`src/rtl/ordered_list_append_find_remove_defines.svh`:
```
// Assertion macros shared by the ordered list RTL.
`ifndef ORDERED_LIST_APPEND_FIND_REMOVE_DEFINES_SVH
`define ORDERED_LIST_APPEND_FIND_REMOVE_DEFINES_SVH

// Clocked check, held off while reset is active.
`define OLAFR_ASSERT(lbl, prop, msg) \
  lbl: assert property (@(posedge clk_i) disable iff (!rst_ni) (prop)) else $error(msg);

// Clocked check that also holds during reset.
`define OLAFR_ASSERT_ALWAYS(lbl, prop, msg) \
  lbl: assert property (@(posedge clk_i) (prop)) else $error(msg);

`endif

```
`src/rtl/olafr_pkg.sv`:
```
// Shared constants, codes, types and reset functions of the ordered list.
package olafr_pkg;

  // List geometry
  localparam int unsigned DEPTH      = 16;
  localparam int unsigned DATA_W     = 32;
  localparam int unsigned IDX_W      = (DEPTH > 1) ? $clog2(DEPTH) : 1;
  localparam int unsigned CNT_W      = $clog2(DEPTH + 1);
  localparam int unsigned RESET_FILL = 7;

  // Word field widths
  localparam int unsigned REQ_W      = 2;
  localparam int unsigned STATUS_W   = 2;
  localparam int unsigned POS_W      = 4;
  localparam int unsigned CNT_OUT_W  = 5;
  localparam int unsigned OUT_DATA_W = 16;
  localparam int unsigned OUT_PAD_W  = OUT_DATA_W - POS_W - CNT_OUT_W;

  // Request codes
  localparam logic [REQ_W-1:0] REQ_APPEND = 2'd0;
  localparam logic [REQ_W-1:0] REQ_FIND   = 2'd1;
  localparam logic [REQ_W-1:0] REQ_REMOVE = 2'd2;
  localparam logic [REQ_W-1:0] REQ_NOP    = 2'd3;

  // Status codes
  localparam logic [STATUS_W-1:0] ST_OK        = 2'd0;
  localparam logic [STATUS_W-1:0] ST_NOT_FOUND = 2'd1;
  localparam logic [STATUS_W-1:0] ST_FULL      = 2'd2;

  // Request broadcast to every cell
  typedef struct packed {
    logic                     append;
    logic                     remove;
    logic signed [DATA_W-1:0] value;
  } cell_ctrl_t;

  // What one cell holds and hands to its neighbor
  typedef struct packed {
    logic                     valid;
    logic signed [DATA_W-1:0] data;
  } link_t;

  // Reset contents of cell idx: entry i holds i below the fill mark
  function automatic link_t reset_link(int unsigned idx);
    link_t l;
    l.valid = (idx < RESET_FILL);
    l.data  = (idx < RESET_FILL) ? DATA_W'(idx) : '0;
    return l;
  endfunction

endpackage

```
`src/rtl/olafr_cell.sv`:
```
// One list cell: holds an entry, compares it, and shifts or appends.
module olafr_cell (
  input  logic                  clk_i,
  input  logic                  rst_ni,
  input  olafr_pkg::link_t      rst_link_i,   // contents after reset
  input  olafr_pkg::cell_ctrl_t ctrl_i,
  input  logic                  prev_valid_i, // cell toward the head is occupied
  input  logic                  seen_i,       // a match sits nearer the head
  input  olafr_pkg::link_t      next_i,       // cell toward the tail
  output olafr_pkg::link_t      link_o,
  output logic                  seen_o,
  output logic                  first_o
);

  olafr_pkg::link_t link_q, link_d;
  logic             match;

  // Compare and pass the match flag down the chain
  assign match   = link_q.valid && (link_q.data == ctrl_i.value);
  assign first_o = match && !seen_i;
  assign seen_o  = seen_i || match;
  assign link_o  = link_q;

  // Append fills the first free cell; remove pulls from the tail side
  always_comb begin
    link_d = link_q;
    if (ctrl_i.append && prev_valid_i && !link_q.valid) begin
      link_d.valid = 1'b1;
      link_d.data  = ctrl_i.value;
    end else if (ctrl_i.remove && (seen_i || match)) begin
      link_d = next_i;
    end
  end

  always_ff @(posedge clk_i or negedge rst_ni) begin
    if (!rst_ni) begin
      link_q <= rst_link_i;
    end else begin
      link_q <= link_d;
    end
  end

endmodule

```
`src/rtl/ordered_list_append_find_remove.sv`:
```
// Top level of the ordered list: request decode, cell chain and result register.
//
// Bounded ordered list of signed 32-bit entries kept in a row of cells.
// Input channel s_axis: tuser carries the request (append, find, remove),
// tdata the value. Output channel m_axis: tuser carries the status (ok,
// not found, full), tdata the match position and the entry count after
// the request. Every request yields exactly one result word.
// All cells compare their entry with the value in the same cycle; the first
// match is picked along the chain, and on remove each cell from the match
// on takes its tail-side neighbor, so the gap closes in that same cycle.
// The result word is registered, ready in the cycle after its request is
// taken; one request is taken per cycle unless an untaken result stalls
// the input, a rate set by the single compare-and-shift pass through the cells.
// Reset holds entries 0 to 6 (entry i equals i) and a count of seven; the
// result register comes up empty.
// The result register parts the channels: a new word is taken while the
// last result is being taken, and input stalls only while an untaken
// result sits in the register.
`include "ordered_list_append_find_remove_defines.svh"

module ordered_list_append_find_remove (
  input  logic        clk_i,
  input  logic        rst_ni,
  input  logic        s_axis_tvalid,
  output logic        s_axis_tready,
  input  logic [31:0] s_axis_tdata,  // [31:0] value
  input  logic [1:0]  s_axis_tuser,  // [1:0] req_type
  output logic        m_axis_tvalid,
  input  logic        m_axis_tready,
  output logic [15:0] m_axis_tdata,  // [3:0] position, [8:4] entry_count, rest zero
  output logic [1:0]  m_axis_tuser   // [1:0] status
);

  localparam int unsigned DEPTH = olafr_pkg::DEPTH;
  localparam int unsigned IDX_W = olafr_pkg::IDX_W;
  localparam int unsigned CNT_W = olafr_pkg::CNT_W;

  logic                                 accept;
  logic                                 full;
  logic                                 found;
  logic [olafr_pkg::REQ_W-1:0]          req;
  olafr_pkg::cell_ctrl_t                ctrl;
  olafr_pkg::link_t                     links [DEPTH];
  logic [DEPTH:0]                       seen;
  logic [DEPTH-1:0]                     first_vec;
  logic [DEPTH-1:0]                     valid_vec;
  logic [IDX_W-1:0]                     pos_idx;
  logic [CNT_W-1:0]                     count_q, count_d;
  logic [olafr_pkg::STATUS_W-1:0]       status_d;
  logic [olafr_pkg::POS_W-1:0]          position_d;
  logic                                 out_valid_q;
  logic [olafr_pkg::STATUS_W-1:0]       out_status_q;
  logic [olafr_pkg::POS_W-1:0]          out_pos_q;
  logic [olafr_pkg::CNT_OUT_W-1:0]      out_cnt_q;

  // Handshake
  assign s_axis_tready = !out_valid_q || m_axis_tready;
  assign accept        = s_axis_tvalid && s_axis_tready;
  assign req           = s_axis_tuser;
  assign full          = (count_q == CNT_W'(DEPTH));

  // Request broadcast
  assign ctrl.append = accept && (req == olafr_pkg::REQ_APPEND) && !full;
  assign ctrl.remove = accept && (req == olafr_pkg::REQ_REMOVE);
  assign ctrl.value  = s_axis_tdata;

  // Cell chain
  assign seen[0] = 1'b0;
  for (genvar i = 0; i < DEPTH; i++) begin : g_cell
    olafr_pkg::link_t next_link;
    logic             prev_valid;

    if (i == DEPTH - 1) begin : g_last
      assign next_link = '0;
    end else begin : g_mid
      assign next_link = links[i+1];
    end

    if (i == 0) begin : g_head
      assign prev_valid = 1'b1;
    end else begin : g_body
      assign prev_valid = links[i-1].valid;
    end

    olafr_cell u_cell (
      .clk_i        (clk_i),
      .rst_ni       (rst_ni),
      .rst_link_i   (olafr_pkg::reset_link(i)),
      .ctrl_i       (ctrl),
      .prev_valid_i (prev_valid),
      .seen_i       (seen[i]),
      .next_i       (next_link),
      .link_o       (links[i]),
      .seen_o       (seen[i+1]),
      .first_o      (first_vec[i])
    );

    assign valid_vec[i] = links[i].valid;
  end

  assign found = seen[DEPTH];

  // Encode the one-hot first match
  always_comb begin
    pos_idx = '0;
    for (int i = 0; i < DEPTH; i++) begin
      if (first_vec[i]) begin
        pos_idx = pos_idx | IDX_W'(i);
      end
    end
  end

  // Status, position and next count
  always_comb begin
    status_d   = olafr_pkg::ST_OK;
    position_d = '0;
    count_d    = count_q;
    unique case (req)
      olafr_pkg::REQ_APPEND: begin
        if (full) begin
          status_d = olafr_pkg::ST_FULL;
        end else begin
          count_d = count_q + 1'b1;
        end
      end
      olafr_pkg::REQ_FIND: begin
        if (found) begin
          position_d = olafr_pkg::POS_W'(pos_idx);
        end else begin
          status_d = olafr_pkg::ST_NOT_FOUND;
        end
      end
      olafr_pkg::REQ_REMOVE: begin
        if (found) begin
          position_d = olafr_pkg::POS_W'(pos_idx);
          count_d    = count_q - 1'b1;
        end else begin
          status_d = olafr_pkg::ST_NOT_FOUND;
        end
      end
      olafr_pkg::REQ_NOP: begin
        status_d = olafr_pkg::ST_OK;
      end
      default: begin
        status_d = olafr_pkg::ST_OK;
      end
    endcase
  end

  // Entry count and result valid
  always_ff @(posedge clk_i or negedge rst_ni) begin
    if (!rst_ni) begin
      count_q     <= CNT_W'(olafr_pkg::RESET_FILL);
      out_valid_q <= 1'b0;
    end else begin
      if (accept) begin
        count_q     <= count_d;
        out_valid_q <= 1'b1;
      end else if (m_axis_tready) begin
        out_valid_q <= 1'b0;
      end
    end
  end

  // Result payload
  always_ff @(posedge clk_i) begin
    if (accept) begin
      out_status_q <= status_d;
      out_pos_q    <= position_d;
      out_cnt_q    <= olafr_pkg::CNT_OUT_W'(count_d);
    end
  end

  assign m_axis_tvalid = out_valid_q;
  assign m_axis_tuser  = out_status_q;
  assign m_axis_tdata  = {{olafr_pkg::OUT_PAD_W{1'b0}}, out_cnt_q, out_pos_q};

  // Checks
  `OLAFR_ASSERT(a_count_matches_cells, ($countones(valid_vec) == 32'(count_q)), "count disagrees with occupied cells")
  `OLAFR_ASSERT(a_single_first_match, $onehot0(first_vec), "more than one first match in chain")
  `OLAFR_ASSERT(a_remove_shrinks, (accept && (req == olafr_pkg::REQ_REMOVE) && found |=> count_q == $past(count_q) - 1'b1), "remove did not drop the count")
  `OLAFR_ASSERT(a_full_only_at_depth, (out_valid_q && (out_status_q == olafr_pkg::ST_FULL) |-> full), "full status while list not full")

endmodule
```
`config.mk`:
```
export PLATFORM = sky130hd
export DESIGN_NAME = ordered_list_append_find_remove
export DESIGN_NICKNAME = d
export VERILOG_FILES = /design/src/rtl/olafr_pkg.sv /design/src/rtl/olafr_cell.sv /design/src/rtl/ordered_list_append_find_remove.sv
export VERILOG_INCLUDE_DIRS = /design/src /design/src/rtl
export SDC_FILE = /design/constraint.sdc
export NUM_CORES = 2
export LEC_CHECK = 0
export ABC_CLOCK_PERIOD_IN_PS = 6250
export BUFFER_PORTS_ARGS = -buffer_cell sky130_fd_sc_hd__buf_4
export CAP_MARGIN = 20
export CORE_MARGIN = 5
export CORE_UTILIZATION = 57
export DETAILED_ROUTE_END_ITERATION = 7
export PLACE_DENSITY = 0.73
export RECOVER_POWER = 100
export SLEW_MARGIN = 25
export SYNTH_ARGS = -nofsm -noshare
export SYNTH_HDL_FRONTEND = slang
export SYNTH_SLANG_ARGS = --single-unit
```
`constraint.sdc`:
```
create_clock -name clk_i -period 6.25 [get_ports clk_i]
set_input_delay 1.25 -clock clk_i [delete_from_list [all_inputs] [get_ports clk_i]]
set_output_delay 1.25 -clock clk_i [all_outputs]
set_load 0.01 [all_outputs]
```
==> reports/qor.yml <==
synth_edf_count: 11
failed_checks: "max-capacitance violations, max-slew violations"
tritoncts: "built"
ff2ff_setup_slack_ns: 2.04
grt-ovfl-total: 0
peakVddDrop_mv: 0.331
worst_path_max_delay_cell: "clkbuf_2"
crit_fanout: 34
hold_violations: 0
min_path_type: "flip-flop to flip-flop"
clockBufferDepth: 3
cts.htree.levels: 2
yosysUniqueCellTypes: 73
p_per_area_nw_per_um2: 352
layout.nets: 3417
seq_area_um2: 13700
dp_cells: 4076
die_area_um2: 63500
critPathCaptureType: "flip-flop"
io_pins: 58
synth_top_area_share_pct: 38.6
worstSetupPathType: "primary input to flip-flop"
period_needed_ns: 5.31
vias_per_cell: 6.48
cts_resized: 0
maxCapViolCount: 4
die_x_um: 252
status: "complete, but fails checks"
hold_buffers: 0
place_ws_ns: 1.25
yosys_warnings: 0
finalSetupTns_ns: 0
rsz0062_at_grt: "no"
synth-main-ff-cell: "dfrtp_1"
crit_arrival_ns: 5.80
synthTopCellsByArea: "dfrtp_1 (39%), mux2i_1 (13%), xor2_1 (8.7%)"
slew_viol_final: 167
clkSlewWorstSetupHoldPaths_ns: 0.06
multi_input_area_um2: 17800
skew_ns: 0.0314
fin_crit_sh_pct: 84.9
syn_avg_cell_area_um2: 9.48
grt_usage_pct: 33.8
io_buffer_count: 50
routabilityCongestion: 1.02
fin_ws_ns: 0.945
wirelength_mm: 110
hpwl_mm: 73.9
core_area_um2: 57800
firstDrtPassIters: 6
grt_max_degree: 151
root_buffer: "clkbuf_16"
cpPeakStageDelay_ns: 0.99
layout_commonest_cell: "dfrtp_1"
grt_pass1_vias: 26100
insertion_delay_ns: 0.66
p_leak_nw: 14.3
start_util_pct: 57.8
synth-seq-cells: 545
rows: 88
drt_iter0_drc: 3039
setup_violations: 0
post_cts_buffers: 0
postRouteAntennaNets: 0
cts_buffers: 59
synth_cells: 3520
async_reset_ff_share_pct: 98.0
clock-sinks: 545
worstPathCellList: "clkbuf_2, xor2_1, nor4_1, nand3_1, or4_1, and4_4, a31oi_1, buf_4, mux2i_1, o21ai_0"
drive_gt1_share_pct: 6.63
slew_headroom_pct: -129
grt_pass1_wl_mm: 166
fill_cells: 4895
avgRoutedWirePerCell_um: 26.3
yosysTopAreaCell: "dfrtp_1"
timing.fmax_mhz: 188
layout_common_cells: "dfrtp_1 (515), mux2i_1 (427), nand2_1 (358)"
die_h_um: 252
ys_seq_area_share_pct: 41.1
cp.required_ns: 6.74
antenna_found_initial: 3
route.detailed.drc: 0
vias: 27200
startpoint_type: "primary input"
synth_area_um2: 33400
area_growth_pct: 5.69
finalPower_mw: 12.4
tightest_slew_ns: 3.43
final_cell_count_no_fill: 4189
## per-layer routing
layer | part of all wire (%) | vias to the layer above | wire length, um | global-route usage, %
li1 | - | 12100 | - | -
met1 | 42 | 13400 | 46700 | 48.0
met2 | 44 | 1363 | 48600 | 51.3
met3 | 9.1 | 309 | 10100 | 6.72
met4 | 4.5 | 2 | 4970 | 13.7
met5 | 0.012 | - | 13 | 0
## cells by family (layout without fill, tap and decap cells)
logic type,count (synthesis),count (layout),synth area share [%]
compound gates,616,616,10.7
xor+xnor,511,511,13.4
fa+ha+maj,6,6,0.225
buf+inv,342,238,5.84
flops,545,545,41.1
mux,427,427,12.8
other cells,1,9,0.0112
simple gates,1072,1072,15.9
## flip-flops by register name, indices dropped and copies added, names as in the netlist
register,flops
g_cell.u_cell.link_o,528
count_q,5
m_axis_tuser,2
m_axis_tvalid,1
out_pos_q,4
out_cnt_q,5
## cells in the mapped netlist (all sizes together) (3+ instances only)
library cell / count
edfxtp: 11
nand2b: 17
nor4b: 16
a41oi: 3
and4: 6
nor3b: 9
dfrtp: 515
buf: 161
a21oi: 175
nor2: 220
and3: 3
o41ai: 4
nand4: 90
nand4b: 22
nor3: 34
clkbuf: 161
o21ai: 297
mux2i: 427
a31oi: 35
and2: 3
xnor2: 181
nor2b: 5
a22o: 35
a211oi: 3
or3: 7
nand3b: 8
xor2: 330
nand3: 103
inv: 19
a211o: 5
a22oi: 4
o211ai: 37
nor4: 151
or4: 13
nand2: 360
dfstp: 19
ha: 6
## power by group
part	switching [mW]	internal (mW)	leakage (nW)
clock network	1.53	2.15	0.994
registers	1.28	4.48	7.14
logic	1.72	1.26	6.21
## worst paths after layout
check,end,startpoint,depth (start not counted)
min in group asynchronous,g_cell[0].u_cell.link_o[31]$_DFFE_PN0P_,rst_ni,1
worst max-delay path,g_cell[5].u_cell.link_o[5]$_DFFE_PN0P_,s_axis_tdata[14],10
max in group asynchronous,g_cell[10].u_cell.link_o[12]$_DFFE_PN0P_,rst_ni,2
worst min-delay path,g_cell[0].u_cell.link_o[32]$_DFFE_PN1P_,g_cell[0].u_cell.link_o[32]$_DFFE_PN1P_,2
worst max register to register,g_cell[11].u_cell.link_o[26]$_DFFE_PN0P_,g_cell[8].u_cell.link_o[22]$_DFFE_PN0P_,10
worst min register to register,g_cell[0].u_cell.link_o[32]$_DFFE_PN1P_,g_cell[0].u_cell.link_o[32]$_DFFE_PN1P_,2
## area by class of cell
type	count	share of cell area, %
diodes	2	0.0142
clock buffers	86	4.87
clock inverters	24	0.833
inverters	20	0.213
multi-input cells	2639	50.4
flip-flops and latches	545	38.9
well taps	765	2.71
repair buffers	108	2.11
## stage by stage
stage | utilization [%] | cell area [um^2] | hold WS [ns]
final | 61.0 | 35300 | 0.518
after global placement | 57.8 | 33400 | 0.502
after global routing | 61.0 | 35300 | 0.553
after floorplan | - | 33400 | 0.474
after detailed placement | 57.8 | 33400 | 0.504
after CTS | 61.3 | 35400 | 0.512
## worst max-delay path: cells and delay by family
family | cells | cell delay (ns)
AOI/OAI and AO/OA | 2 | 1.00
buffers and inverters | 2 | 1.54
and+or+nand+nor | 4 | 1.39
muxes | 1 | 0.23
xor gates and xnor gates | 1 | 0.36
No activity file was read; power rests on OpenSTA's default activity.
